==> config.mk <==
export PLATFORM = sky130hd
export DESIGN_NAME = tile_layout_geometry_generator
export DESIGN_NICKNAME = d
export VERILOG_FILES = /design/src/rtl/core/tlg_pkg.sv /design/src/rtl/core/tlg_div.sv /design/src/rtl/core/tile_layout_geometry_generator.sv
export SDC_FILE = /design/constraint.sdc
export NUM_CORES = 1
export LEC_CHECK = 0
export CORE_ASPECT_RATIO = 0.5
export CORE_MARGIN = 4
export CORE_UTILIZATION = 60
export CTS_BUF_LIST = sky130_fd_sc_hd__clkbuf_8
export DETAILED_ROUTE_END_ITERATION = 16
export DONT_BUFFER_PORTS = 1
export GPL_TIMING_DRIVEN = 0
export PLACE_DENSITY = 0.76
export SETUP_SLACK_MARGIN = 0.4
export SYNTH_ARGS = -nofsm -noshare
export SYNTH_HDL_FRONTEND = slang
export SYNTH_SLANG_ARGS = --single-unit
==> constraint.sdc <==
create_clock -name clk_i -period 9.49 [get_ports clk_i]
set_input_delay 1.898 -clock clk_i [delete_from_list [all_inputs] [get_ports clk_i]]
set_output_delay 1.898 -clock clk_i [all_outputs]
set_load 0.02 [all_outputs]
==> src/rtl/core/tlg_pkg.sv <==
package tlg_pkg;

  // Configuration register indexes.
  localparam int unsigned CFG_IDX_W = 2;
  localparam logic [CFG_IDX_W-1:0] REG_BORDER_WIDTH = 2'd0;
  localparam logic [CFG_IDX_W-1:0] REG_TILE_GAP     = 2'd1;

  // Layout modes. Codes outside this list behave as an empty layout.
  localparam logic [2:0] MODE_GRID   = 3'd0;
  localparam logic [2:0] MODE_QUEUE  = 3'd1;
  localparam logic [2:0] MODE_STACK  = 3'd2;
  localparam logic [2:0] MODE_FULL   = 3'd3;
  localparam logic [2:0] MODE_SINGLE = 3'd4;

  localparam int unsigned COORD_W = 16;

endpackage

==> src/rtl/core/tlg_div.sv <==
module tlg_div #(
  parameter int NUM_W = 18,
  parameter int DEN_W = 5
) (
  input  logic                    clk_i,
  input  logic                    rst_ni,
  input  logic                    start_i,
  input  logic signed [NUM_W-1:0] num_i,
  input  logic        [DEN_W-1:0] den_i,
  output logic signed [NUM_W-1:0] quo_o,
  output logic signed [NUM_W-1:0] rem_o,
  output logic                    done_o
);

  localparam int MAG_W = NUM_W - 1;
  localparam int CNT_W = $clog2(MAG_W + 1);

  logic             busy_q;
  logic             done_q;
  logic [CNT_W-1:0] cnt_q;
  logic             neg_q;
  logic [MAG_W-1:0] acc_q;
  logic [DEN_W-1:0] rem_q;
  logic [DEN_W-1:0] den_q;

  logic [NUM_W-1:0] num_mag;
  logic [DEN_W:0]   trial;
  logic [DEN_W:0]   diff;
  logic             fits;
  logic [NUM_W-1:0] quo_pos;
  logic [NUM_W-1:0] rem_pos;

  assign num_mag = num_i[NUM_W-1] ? (~num_i + 1'b1) : num_i;
  assign trial   = {rem_q, acc_q[MAG_W-1]};
  assign diff    = trial - {1'b0, den_q};
  assign fits    = (trial >= {1'b0, den_q});

  always_ff @(posedge clk_i or negedge rst_ni) begin
    if (!rst_ni) begin
      busy_q <= 1'b0;
      done_q <= 1'b0;
      cnt_q  <= '0;
    end else begin
      done_q <= 1'b0;
      if (start_i) begin
        busy_q <= 1'b1;
        cnt_q  <= CNT_W'(MAG_W);
      end else if (busy_q) begin
        cnt_q <= cnt_q - 1'b1;
        if (cnt_q == CNT_W'(1)) begin
          busy_q <= 1'b0;
          done_q <= 1'b1;
        end
      end
    end
  end

  // Restoring division on magnitudes, one quotient bit per cycle.
  always_ff @(posedge clk_i) begin
    if (start_i) begin
      neg_q <= num_i[NUM_W-1];
      acc_q <= num_mag[MAG_W-1:0];
      rem_q <= '0;
      den_q <= den_i;
    end else if (busy_q) begin
      rem_q <= fits ? diff[DEN_W-1:0] : trial[DEN_W-1:0];
      acc_q <= {acc_q[MAG_W-2:0], fits};
    end
  end

  // Truncation toward zero: quotient and remainder take the dividend's sign.
  assign quo_pos = {1'b0, acc_q};
  assign rem_pos = {{(NUM_W-DEN_W){1'b0}}, rem_q};
  assign quo_o   = neg_q ? $signed(~quo_pos + 1'b1) : $signed(quo_pos);
  assign rem_o   = neg_q ? $signed(~rem_pos + 1'b1) : $signed(rem_pos);
  assign done_o  = done_q;

endmodule

==> src/rtl/core/tile_layout_geometry_generator.sv <==
// Tile layout geometry generator. Each accepted request (frame rectangle, view count, cap,
// layout mode) produces one tile rectangle per placed view, in placement order, with
// last_tile marking the final one; requests that place nothing produce no transaction.
// The user must set border width and tile gap through the write port only while the block
// is idle; the block itself does not enforce this. The block takes one request at a time.
// Full, single and one-view requests pass a setup state and then emit their tiles. Queue and
// stack requests add one division, grid requests a column and row search and two divisions.
// Each division runs on a single shared restoring divider at one quotient bit per cycle:
// it loads the operands, produces the quotient bits and hands back the result. Tiles leave
// through an output register, so the next request is accepted while the last tile waits.
module tile_layout_geometry_generator #(
  parameter int MAX_TILES = 16
) (
  input  logic                              clk_i,
  input  logic                              rst_ni,
  input  logic                              cfg_we_i,
  input  logic [tlg_pkg::CFG_IDX_W-1:0]     cfg_idx_i,
  input  logic [7:0]                        cfg_data_i,
  input  logic                              in_valid_i,
  output logic                              in_ready_o,
  input  logic [2:0]                        req_type_i,
  input  logic signed [15:0]                frame_x_i,
  input  logic signed [15:0]                frame_y_i,
  input  logic [13:0]                       frame_width_i,
  input  logic [13:0]                       frame_height_i,
  input  logic [7:0]                        view_count_i,
  input  logic [4:0]                        max_views_i,
  input  logic                              center_first_i,
  output logic                              out_valid_o,
  input  logic                              out_ready_i,
  output logic [3:0]                        tile_index_o,
  output logic signed [15:0]                tile_x_o,
  output logic signed [15:0]                tile_y_o,
  output logic signed [15:0]                tile_width_o,
  output logic signed [15:0]                tile_height_o,
  output logic                              tile_center_o,
  output logic                              last_tile_o
);

  localparam int CW    = $clog2(MAX_TILES + 1);
  localparam int MAG_W = (CW + 10 > 15) ? CW + 10 : 15;
  localparam int NUM_W = MAG_W + 1;
  localparam int XW    = tlg_pkg::COORD_W;
  localparam logic [7:0] MAX_N = 8'(MAX_TILES);

  typedef enum logic [7:0] {
    S_IDLE = 8'b0000_0001,
    S_PREP = 8'b0000_0010,
    S_SIZE = 8'b0000_0100,
    S_NUMW = 8'b0000_1000,
    S_DIVW = 8'b0001_0000,
    S_NUMH = 8'b0010_0000,
    S_DIVH = 8'b0100_0000,
    S_EMIT = 8'b1000_0000
  } state_e;

  state_e state_q, state_d;

  // Configuration registers.
  logic [7:0] border_q;
  logic [7:0] gap_q;

  // Request fields.
  logic [2:0]    mode_q;
  logic [XW-1:0] fx_q;
  logic [XW-1:0] fy_q;
  logic [13:0]   fw_q;
  logic [13:0]   fh_q;
  logic          vc_nz_q;
  logic [CW-1:0] n_q;
  logic          ctr_q;
  logic          full_q;

  // Grid shape.
  logic [CW-1:0] rows_q;
  logic [CW-1:0] cols_q;
  logic [CW:0]   prod_q;

  // Sizes from the divider.
  logic [XW-1:0] w_q, rw_q, h_q, rh_q;

  // Emission walk.
  logic [CW-1:0] k_q;
  logic [CW-1:0] c_q;
  logic          first_row_q;
  logic [XW-1:0] x_q, y_q;

  // Output register.
  logic          out_valid_q;
  logic [3:0]    o_idx_q;
  logic [XW-1:0] o_x_q, o_y_q, o_w_q, o_h_q;
  logic          o_ctr_q, o_last_q;

  logic          in_fire;
  logic [7:0]    n_min, n_sat;
  logic          is_grid;
  logic          out_load;
  logic          tile_last;

  always_ff @(posedge clk_i or negedge rst_ni) begin
    if (!rst_ni) begin
      border_q <= '0;
      gap_q    <= '0;
    end else if (cfg_we_i) begin
      unique case (cfg_idx_i)
        tlg_pkg::REG_BORDER_WIDTH: border_q <= cfg_data_i;
        tlg_pkg::REG_TILE_GAP:     gap_q    <= cfg_data_i;
        default: ;
      endcase
    end
  end

  assign in_ready_o = (state_q == S_IDLE);
  assign in_fire    = in_valid_i && in_ready_o;
  assign is_grid    = (mode_q == tlg_pkg::MODE_GRID);

  assign n_min = (view_count_i < {3'b000, max_views_i}) ? view_count_i
                                                        : {3'b000, max_views_i};
  assign n_sat = (n_min > MAX_N) ? MAX_N : n_min;

  // Divider numerator: length minus borders and gaps for d columns, rows or tiles.
  logic [8:0]       border2;
  logic [XW-1:0]    gb16;
  logic             use_h;
  logic [CW-1:0]    num_d, num_dm1, num_bd;
  logic [13:0]      num_len;
  logic [CW+8:0]    bmul;
  logic [CW+7:0]    gmul;
  logic [NUM_W-1:0] num;
  logic             div_start;
  logic [NUM_W-1:0] div_quo, div_rem;
  logic             div_done;

  assign border2 = {border_q, 1'b0};
  assign gb16    = XW'(border2) + XW'(gap_q);
  assign use_h   = (state_q == S_NUMH) || (mode_q == tlg_pkg::MODE_STACK);
  assign num_d   = !is_grid ? n_q : ((state_q == S_NUMH) ? rows_q : cols_q);
  assign num_dm1 = num_d - CW'(1);
  assign num_bd  = is_grid ? num_d : num_dm1;
  assign num_len = use_h ? fh_q : fw_q;
  assign bmul    = border2 * num_bd;
  assign gmul    = gap_q * num_dm1;
  assign num     = NUM_W'(num_len) - NUM_W'(bmul) - NUM_W'(gmul);

  assign div_start = (state_q == S_NUMW) || (state_q == S_NUMH);

  tlg_div #(
    .NUM_W(NUM_W),
    .DEN_W(CW)
  ) u_div (
    .clk_i  (clk_i),
    .rst_ni (rst_ni),
    .start_i(div_start),
    .num_i  (num),
    .den_i  (num_d),
    .quo_o  (div_quo),
    .rem_o  (div_rem),
    .done_o (div_done)
  );

  // Current tile.
  logic          first_a;
  logic [XW-1:0] size_a, size_b;
  logic [XW-1:0] fw16, fh16;
  logic [XW-1:0] t_x, t_y, t_w, t_h;
  logic [XW-1:0] x_adv, y_adv;
  logic [CW-1:0] cols_m1, n_m1;
  logic [CW+3:0] k_ext;

  assign fw16    = XW'(fw_q);
  assign fh16    = XW'(fh_q);
  assign first_a = is_grid ? (c_q == '0) : (k_q == '0);
  assign size_a  = first_a ? (w_q + rw_q) : w_q;
  assign size_b  = first_row_q ? (h_q + rh_q) : h_q;
  assign x_adv   = x_q + gb16 + size_a;
  assign y_adv   = y_q + gb16 + (is_grid ? size_b : size_a);
  assign cols_m1 = cols_q - CW'(1);
  assign n_m1    = n_q - CW'(1);
  assign k_ext   = {4'b0000, k_q};
  assign tile_last = (k_q == n_m1);

  always_comb begin
    t_x = fx_q;
    t_y = fy_q;
    t_w = fw16;
    t_h = fh16;
    if (!full_q) begin
      case (mode_q)
        tlg_pkg::MODE_GRID: begin
          t_x = x_q;
          t_y = y_q;
          t_w = size_a;
          t_h = size_b;
        end
        tlg_pkg::MODE_QUEUE: begin
          t_x = x_q;
          t_w = size_a;
        end
        default: begin
          t_y = y_q;
          t_h = size_a;
        end
      endcase
    end
  end

  assign out_load = (state_q == S_EMIT) && (!out_valid_q || out_ready_i);

  always_comb begin
    state_d = state_q;
    unique case (state_q)
      S_IDLE: if (in_fire) state_d = S_PREP;
      S_PREP: begin
        unique case (mode_q) inside
          tlg_pkg::MODE_SINGLE: state_d = vc_nz_q ? S_EMIT : S_IDLE;
          tlg_pkg::MODE_GRID, tlg_pkg::MODE_QUEUE, tlg_pkg::MODE_STACK: begin
            if (n_q == '0) begin
              state_d = S_IDLE;
            end else if (n_q == CW'(1)) begin
              state_d = S_EMIT;
            end else begin
              state_d = is_grid ? S_SIZE : S_NUMW;
            end
          end
          tlg_pkg::MODE_FULL: state_d = (n_q == '0) ? S_IDLE : S_EMIT;
          default: state_d = S_IDLE;
        endcase
      end
      S_SIZE: if (prod_q >= {1'b0, n_q}) state_d = S_NUMW;
      S_NUMW: state_d = S_DIVW;
      S_DIVW: if (div_done) state_d = is_grid ? S_NUMH : S_EMIT;
      S_NUMH: state_d = S_DIVH;
      S_DIVH: if (div_done) state_d = S_EMIT;
      S_EMIT: if (out_load && tile_last) state_d = S_IDLE;
      default: state_d = S_IDLE;
    endcase
  end

  always_ff @(posedge clk_i or negedge rst_ni) begin
    if (!rst_ni) begin
      state_q     <= S_IDLE;
      out_valid_q <= 1'b0;
    end else begin
      state_q <= state_d;
      if (out_load) begin
        out_valid_q <= 1'b1;
      end else if (out_ready_i) begin
        out_valid_q <= 1'b0;
      end
    end
  end

  always_ff @(posedge clk_i) begin
    if (in_fire) begin
      mode_q  <= req_type_i;
      fx_q    <= frame_x_i;
      fy_q    <= frame_y_i;
      fw_q    <= frame_width_i;
      fh_q    <= frame_height_i;
      vc_nz_q <= (view_count_i != '0);
      n_q     <= n_sat[CW-1:0];
      ctr_q   <= center_first_i;
    end
    if (state_q == S_PREP) begin
      // A single view, or a full-frame layout, repeats the frame itself.
      full_q      <= (mode_q == tlg_pkg::MODE_SINGLE) || (mode_q == tlg_pkg::MODE_FULL) ||
                     (n_q == CW'(1));
      rows_q      <= CW'(1);
      cols_q      <= CW'(1);
      prod_q      <= (CW+1)'(1);
      k_q         <= '0;
      c_q         <= '0;
      first_row_q <= 1'b1;
      x_q         <= fx_q;
      y_q         <= fy_q;
      if (mode_q == tlg_pkg::MODE_SINGLE) begin
        n_q <= CW'(1);
      end
    end
    if ((state_q == S_SIZE) && (prod_q < {1'b0, n_q})) begin
      if (cols_q > rows_q) begin
        rows_q <= rows_q + CW'(1);
        prod_q <= prod_q + {1'b0, cols_q};
      end else begin
        cols_q <= cols_q + CW'(1);
        prod_q <= prod_q + {1'b0, rows_q};
      end
    end
    if ((state_q == S_DIVW) && div_done) begin
      w_q  <= div_quo[XW-1:0];
      // Grid remainder also absorbs the border the outer edge does not need.
      rw_q <= is_grid ? (div_rem[XW-1:0] + XW'(border2)) : div_rem[XW-1:0];
    end
    if ((state_q == S_DIVH) && div_done) begin
      h_q  <= div_quo[XW-1:0];
      rh_q <= div_rem[XW-1:0] + XW'(border2);
    end
    if (out_load) begin
      o_idx_q  <= k_ext[3:0];
      o_x_q    <= t_x;
      o_y_q    <= t_y;
      o_w_q    <= t_w;
      o_h_q    <= t_h;
      o_ctr_q  <= (k_q == '0) ? ctr_q : 1'b0;
      o_last_q <= tile_last;
      k_q      <= k_q + CW'(1);
      if (is_grid) begin
        if (c_q == cols_m1) begin
          c_q         <= '0;
          x_q         <= fx_q;
          y_q         <= y_adv;
          first_row_q <= 1'b0;
        end else begin
          c_q <= c_q + CW'(1);
          x_q <= x_adv;
        end
      end else if (mode_q == tlg_pkg::MODE_QUEUE) begin
        x_q <= x_adv;
      end else begin
        y_q <= y_adv;
      end
    end
  end

  assign out_valid_o   = out_valid_q;
  assign tile_index_o  = o_idx_q;
  assign tile_x_o      = o_x_q;
  assign tile_y_o      = o_y_q;
  assign tile_width_o  = o_w_q;
  assign tile_height_o = o_h_q;
  assign tile_center_o = o_ctr_q;
  assign last_tile_o   = o_last_q;

endmodule
# [Word level (Yosys, flattened, before mapping)]
# Cells that the tools add are included.
[word_totals] register_bits=321 inputBits=92 out_inout_bits=72
[op_classes] add_sub_neg=24 mul=2 n_lt_le_gt_ge=6 eq_ne=22 muxes=80 bitwise_logic=4 reduce_logical=28
[op_table] op="two-way mux 16 bit" count=20
[op_table] op="two-way mux 5 bit" count=20
[op_table] op="two-way mux 8 bit" count=11
[op_table] op="adder 16 bit" count=4
[op_table] op="one-hot mux 8 bit (8 select lines)" count=1
[op_table] op="two-way mux 14 bit" count=4
[op_table] op="two-way mux 15 bit" count=3
[op_table] op="adder 16 x 1 -> 16 bit, second input constant" count=2
[op_table] op="adder 16 x 10 -> 16 bit" count=2
[op_table] op="one-hot mux 16 bit (2 select lines)" count=1
[op_table] op="multiplier 8 x 5 -> 13 bit" count=2
[op_table] op="one-hot mux 8 bit (3 select lines)" count=1
[op_table] op="adder 5 x 1 -> 5 bit, second input constant" count=4
[op_table] op="two-way mux 6 bit" count=3
[op_table] op="adder 16 x 9 -> 16 bit" count=1
[op_table] op="NOT 15 -> 16 bit" count=1
[op_table] op="NOT 5 -> 16 bit" count=1
[op_table] op="subtractor 15 x 14 -> 16 bit" count=1
[op_table] op="adder 15 x 1 -> 15 bit, second input constant" count=1
[op_table] op="logical NOT 5 bit" count=3
[op_table] op="NOT 15 bit" count=1
[op_table] op="subtractor 14 x 14 -> 15 bit" count=1
[op_table] op="subtractor 5 x 1 -> 5 bit, second input constant" count=3
[op_table] op="two-way mux 1 bit" count=13
[op_table] op="other kinds (39)" count=62

# [Longest topological paths before layout]
[depth] word_depth=12 mapped_depth=40

# [Hierarchy]
# From an unflattened synthesis, not the netlist that was laid out.
[unflattened] cells_unflattened=2239 area_unflattened_um2=22222.6
[by_module_without_submodules] module="tile_layout_geometry_generator" instances=1 cells_per_inst=1976 area_each_um2=19829.0 seq_area_each_um2=8023.9
[by_module_without_submodules] module="tlg_div" instances=1 cells_per_inst=263 area_each_um2=2393.5 seq_area_each_um2=880.8

# [Worst setup path before layout]
# Ideal clock, no wire load.
[synth_path] kind="reg2reg" start="register state_q[1]" end="register u_div.acc_q[9] (data pin)" setup_time_ns=0.260 arrival_time_ns=7.862 required_ns=9.230 slack_ns=1.368 stages_incl_launch_ff=36 path_buffers=1 synth_period_minus_slack_ns=8.122 path_cell_list="dfrtp_1 -> nor4_1 -> nand4b_1 -> buf_2 -> a21oi_1 -> a21oi_2 -> nor4_4 -> xor2_2 -> o21a_2 -> nand2_1 -> fa_1 -> fa_1 -> fa_1 -> inv_1 -> ha_1 -> a21oi_1 -> o21bai_1 -> a21oi_1 -> nor2b_1 -> o21a_1 -> nor2_1 -> xor2_1 -> ha_1 -> a21oi_1 -> inv_1 -> a31o_2 -> o21ai_1 -> xnor2_1 -> ha_1 -> and2_1 -> a311o_1 -> a211oi_4 -> nor2_2 -> a31oi_1 -> xnor2_1 -> mux2_4"
[synth_via] elab_chain_cells=12 word_cells_on_any_way=17
[synth_rtl] element="from (decl)" line_no="tile_layout_geometry_generator.sv:57" rtl="state_e state_q, state_d;"
[synth_rtl] element="from (signal assigned)" line_no="tile_layout_geometry_generator.sv:244" rtl="state_q <= state_d;"
[synth_rtl] element="== test 8 x 6 -> 1 bit *" line_no="tile_layout_geometry_generator.sv:137" rtl="assign num_d = !is_grid ? n_q : ((state_q == S_NUMH) ? rows_q : cols_q);"
[synth_rtl] element="two-way mux 5 bit * (2 in series)" line_no="tile_layout_geometry_generator.sv:137"
[synth_rtl] element="via num_d[3]" line_no="tile_layout_geometry_generator.sv:125" rtl="logic [CW-1:0] num_d, num_dm1, num_bd;"
[synth_rtl] element="subtractor 5 x 1 -> 5 bit" line_no="tile_layout_geometry_generator.sv:138" rtl="assign num_dm1 = num_d - CW'(1);"
[synth_rtl] element="two-way mux 5 bit" line_no="tile_layout_geometry_generator.sv:139" rtl="assign num_bd = is_grid ? num_d : num_dm1;"
[synth_rtl] element="multiplier 8 x 5 -> 13 bit" line_no="tile_layout_geometry_generator.sv:141" rtl="assign bmul = border2 * num_bd;"
[synth_rtl] element="subtractor 14 x 14 -> 15 bit" line_no="tile_layout_geometry_generator.sv:143" rtl="assign num = NUM_W'(num_len) - NUM_W'(bmul) - NUM_W'(gmul);"
[synth_rtl] element="subtractor 15 x 14 -> 16 bit *" line_no="tile_layout_geometry_generator.sv:143"
[synth_rtl] element="NOT 15 bit" line_no="tlg_div.sv:33" rtl="assign num_mag = num_i[NUM_W-1] ? (~num_i + 1'b1) : num_i;"
[synth_rtl] element="adder 15 x 1 -> 15 bit" line_no="tlg_div.sv:33"
[synth_rtl] element="two-way mux 15 bit *" line_no="tlg_div.sv:33"
[synth_rtl] element="two-way mux 15 bit *" line_no="tlg_div.sv:60" rtl="if (start_i) begin"
[synth_rtl] element="to (signal assigned)" line_no="tlg_div.sv:62" rtl="acc_q <= num_mag[MAG_W-1:0];"
[synth_rtl] element="to (signal assigned)" line_no="tlg_div.sv:67" rtl="acc_q <= {acc_q[MAG_W-2:0], fits};"
[synth_rtl] element="to (decl)" line_no="tlg_div.sv:22" rtl="logic [MAG_W-1:0] acc_q;"
# Mark *: on every way through the listed nets, which the timed path passes. The rest lies on a longest branch.
# A chain may end at the register's enable or synchronous reset.

# [Worst setup path after layout]
[layout_path] start="register state_q[2]" end="register u_div.acc_q[13] (data pin)"
# Same word-level chain as after synthesis.

==> metrics <==
dpl hpwl=46.44 mm; Worst Setup SP=state_q[2]$_DFFE_PN0P_; core area=35,990 um^2; WL per Instance=21.73 um; # setup viols final=0; unrepaired setup endpoints after global routing=false; hold path start=rows_q[4]$_DFF_P_; Vias=16,850; post-route minimum period=8.749 ns; I/O Pins=164; Die Span X=278.2 um; largest net degree at the start of global routing=73; Worst Path Arrival=9.09 ns; # hold bufs at CTS=0; CTS buffer count=48; First-pass DRT Iterations=5; initial antenna violation count=4; Worst EP required=9.83 ns; worst hold endpoint=rows_q[4]$_DFF_P_; Clock Skew=0.03821 ns; Slowest cell on crit path=fa_1; worst-path fanout max=9; drt drc=0; Final nets=2,593; H-tree levels=2; Final Util=66.27%; CTS tree=done; routing usage on met3=7.303%; Max Cap Viol=0; Netlist cell types=90; Mapped Nets=2,524; Skew-Pair Late Insertion Delay=0.62 ns; reg2reg start=state_q[2]$_DFFE_PN0P_; Vias/cell=6.085; R2R depth=38; Non-Filler Instances=2,769; Initial DRC Count=1,914; antenna viol nets, final=0; Die H=143.1 um; Layout area overhead=8.920%; Post-Syn Area=21,900 um^2; gr ovfl total=0; # rows=49; Least-Margin Pin Slew=1.218 ns; synth warn=0; average size of a mapped cell=10.06 um^2; Global Route met1 Usage=42.35%; Syn Inst Count=2,176; EDFF count, synth=232; part of the cycle the worst path needs=92.19%; Worst setup EP type=register; layout cell share with drive strength beyond 1=7.891%; Initial Utilization=60.84%; relative slew slack=18.77%; Die ar.=39,800 um^2; reg-to-reg slack, setup=0.74 ns; clock sink count=321; Worst Hold Path Cells=1; Slowest Stage Delay on Critical Path=0.54 ns; WL final=60.16 mm; Slew Viols, Final=0; GRT busiest layer=met2; GPL Wtd Cong=0.9962; gr usage total=29.43%; maximum clock rate=114.3 MHz; clock transition time at the flip-flop clock pins of the worst setup and hold paths=0.07 ns; sequential fraction of the synthesis area=40.67%; element type at the critical path start=register; Clock Path Buffers=3; Seq cells post-synth=321; final hold vios=0; status=finished, final reports clean; share of synthesized registers carrying an async set or reset=9.657%; Port Buffers=0; Hold Path Class=reg2reg; placed insts=2,662; first-pass GRT wire length=90.59 mm; Top FF cell, synth=edfxtp_1; Setup CP Type=reg2reg; r2r endpoint=u_div.acc_q[13]$_DFFE_PP_; Clock Root Buffer=clkbuf_8; vias in the first global route=15,728; Sum Neg Setup Slack=0 ns; met2 usage=45.41%
[worst max path at each step]
| stage | endpoint | depth (start not counted) |
|---|---|---|
| after floorplan | u_div.acc_q[9]$_DFFE_PP_ | 35 |
| after global placement | u_div.acc_q[13]$_DFFE_PP_ | 36 |
| after detailed placement | u_div.acc_q[13]$_DFFE_PP_ | 35 |
| after CTS | u_div.acc_q[9]$_DFFE_PP_ | 37 |
| after global routing | u_div.acc_q[13]$_DFFE_PP_ | 37 |
| final | u_div.acc_q[13]$_DFFE_PP_ | 38 |
[cell usage after synthesis (7+ instances only)]
master    instances  area (um^2)
nand2b_1         33        206.5
xnor2_1          98        858.3
edfxtp_1        232         6967
o21ai_1          11        55.05
fa_1             66         1321
o31ai_1          15        112.6
nor3b_1          11        82.58
dfrtp_1          30        750.7
nor2_1          127        476.7
nand4_1           7        43.79
xor2_1           51        446.7
inv_1           153        574.3
clkbuf_1         48        180.2
o22ai_1          21        131.4
ha_1            190         2377
mux2i_1          38        380.4
a21o_1           40        300.3
buf_2             7        35.03
buf_1             8        30.03
nand2_1         295         1107
a21oi_2           7        61.31
o21bai_1         17        127.6
a21oi_1         125        625.6
nor3_1           28        140.1
dfxtp_1          58         1161
and2_1           48        300.3
a31oi_1          17        106.4
a22oi_1          18        135.1
o21a_1           26        195.2
mux2_2           35        394.1
o21ai_0         107        535.5
nor2b_1          45        281.5
a211oi_1         15        112.6
nand3_1          26        130.1
nor4_1            7        43.79
and3_1            7        43.79
[critical path: cells and delay by family (launching register included)]
family | cells | cell delay [ns]
compound gates | 12 | 2.50
fa+ha+maj | 6 | 2.43
simple gates | 10 | 1.60
buf+inv | 7 | 0.92
xor+xnor | 3 | 0.58
flops | 1 | 0.45
[cell type report]
type	instances	area (um^2)
multi-input cells	1637	12270
well taps	484	605.6
clock buffers	54	743.2
inverters	153	576.8
repair buffers	19	180.2
clock inverters	32	276.5
diodes	4	10.01
fillers	2776	12140
flip-flops and latches	321	8906
plain buffers	65	280.3
[flip-flops by register name, summed over array words and instances, names as in the netlist, 14 cells and up]
register / count
fx_q: 16
fy_q: 16
h_q: 16
rh_q: 16
rw_q: 16
tile_height_o: 16
tile_width_o: 16
tile_x_o: 16
tile_y_o: 16
w_q: 16
x_q: 16
y_q: 16
u_div.acc_q: 15
fh_q: 14
fw_q: 14
[logic make-up (layout without fill, tap and decap cells)]
logic type	count (synthesis)	count (layout)	synth area share, %
simple gates	674	674	14.62
compound gates	480	480	14.08
flops	321	321	40.67
fa+ha+maj	256	256	16.89
buf+inv	218	323	3.846
xor+xnor	153	153	6.286
mux	74	74	3.606
other cells	0	4	0
[layer usage]
metal	wire length (um)	vias to the layer above
li1	-	7834
met1	26600	8158
met2	26180	759
met3	6003	97
met4	1370	2
met5	9	-
[layout by cell type, fill, tap and decap left out, drive strengths merged, types with 36 or more instances in the layout]
cell | netlist | routed
dfxtp | 58 | 58
nor2b | 45 | 45
edfxtp | 232 | 232
xor2 | 54 | 54
a21o | 40 | 40
a21oi | 132 | 132
ha | 190 | 190
o21ai | 119 | 119
nand2 | 296 | 296
fa | 66 | 66
inv | 153 | 168
xnor2 | 98 | 98
mux2i | 38 | 38
and2 | 48 | 48
nor2 | 128 | 128
mux2 | 36 | 36
clkbuf | 48 | 103
[per-stage QoR]
stage | instance area, um^2 | hold WS [ns] | worst slack (ns)
floorplan | 21900 | 0.4185 | 1.368
global placement | 22500 | 0.4369 | 0.2777
detailed placement | 22560 | 0.4479 | 0.07699
CTS | 23650 | 0.4568 | 0.4015
global route | 23850 | 0.4877 | 0.2145
finish | 23850 | 0.4602 | 0.7409
[what timing repair did]
action	in CTS	in global routing
endpoints found under the setup margin	11	15
gates resized for setup	5	23
gates cloned	0	1
buffers inserted	5	11
pin swaps	1	11
Power is left out: the tool's default activity adds up to more than one toggle a clock period on the data nets, which glitch-free logic cannot reach.
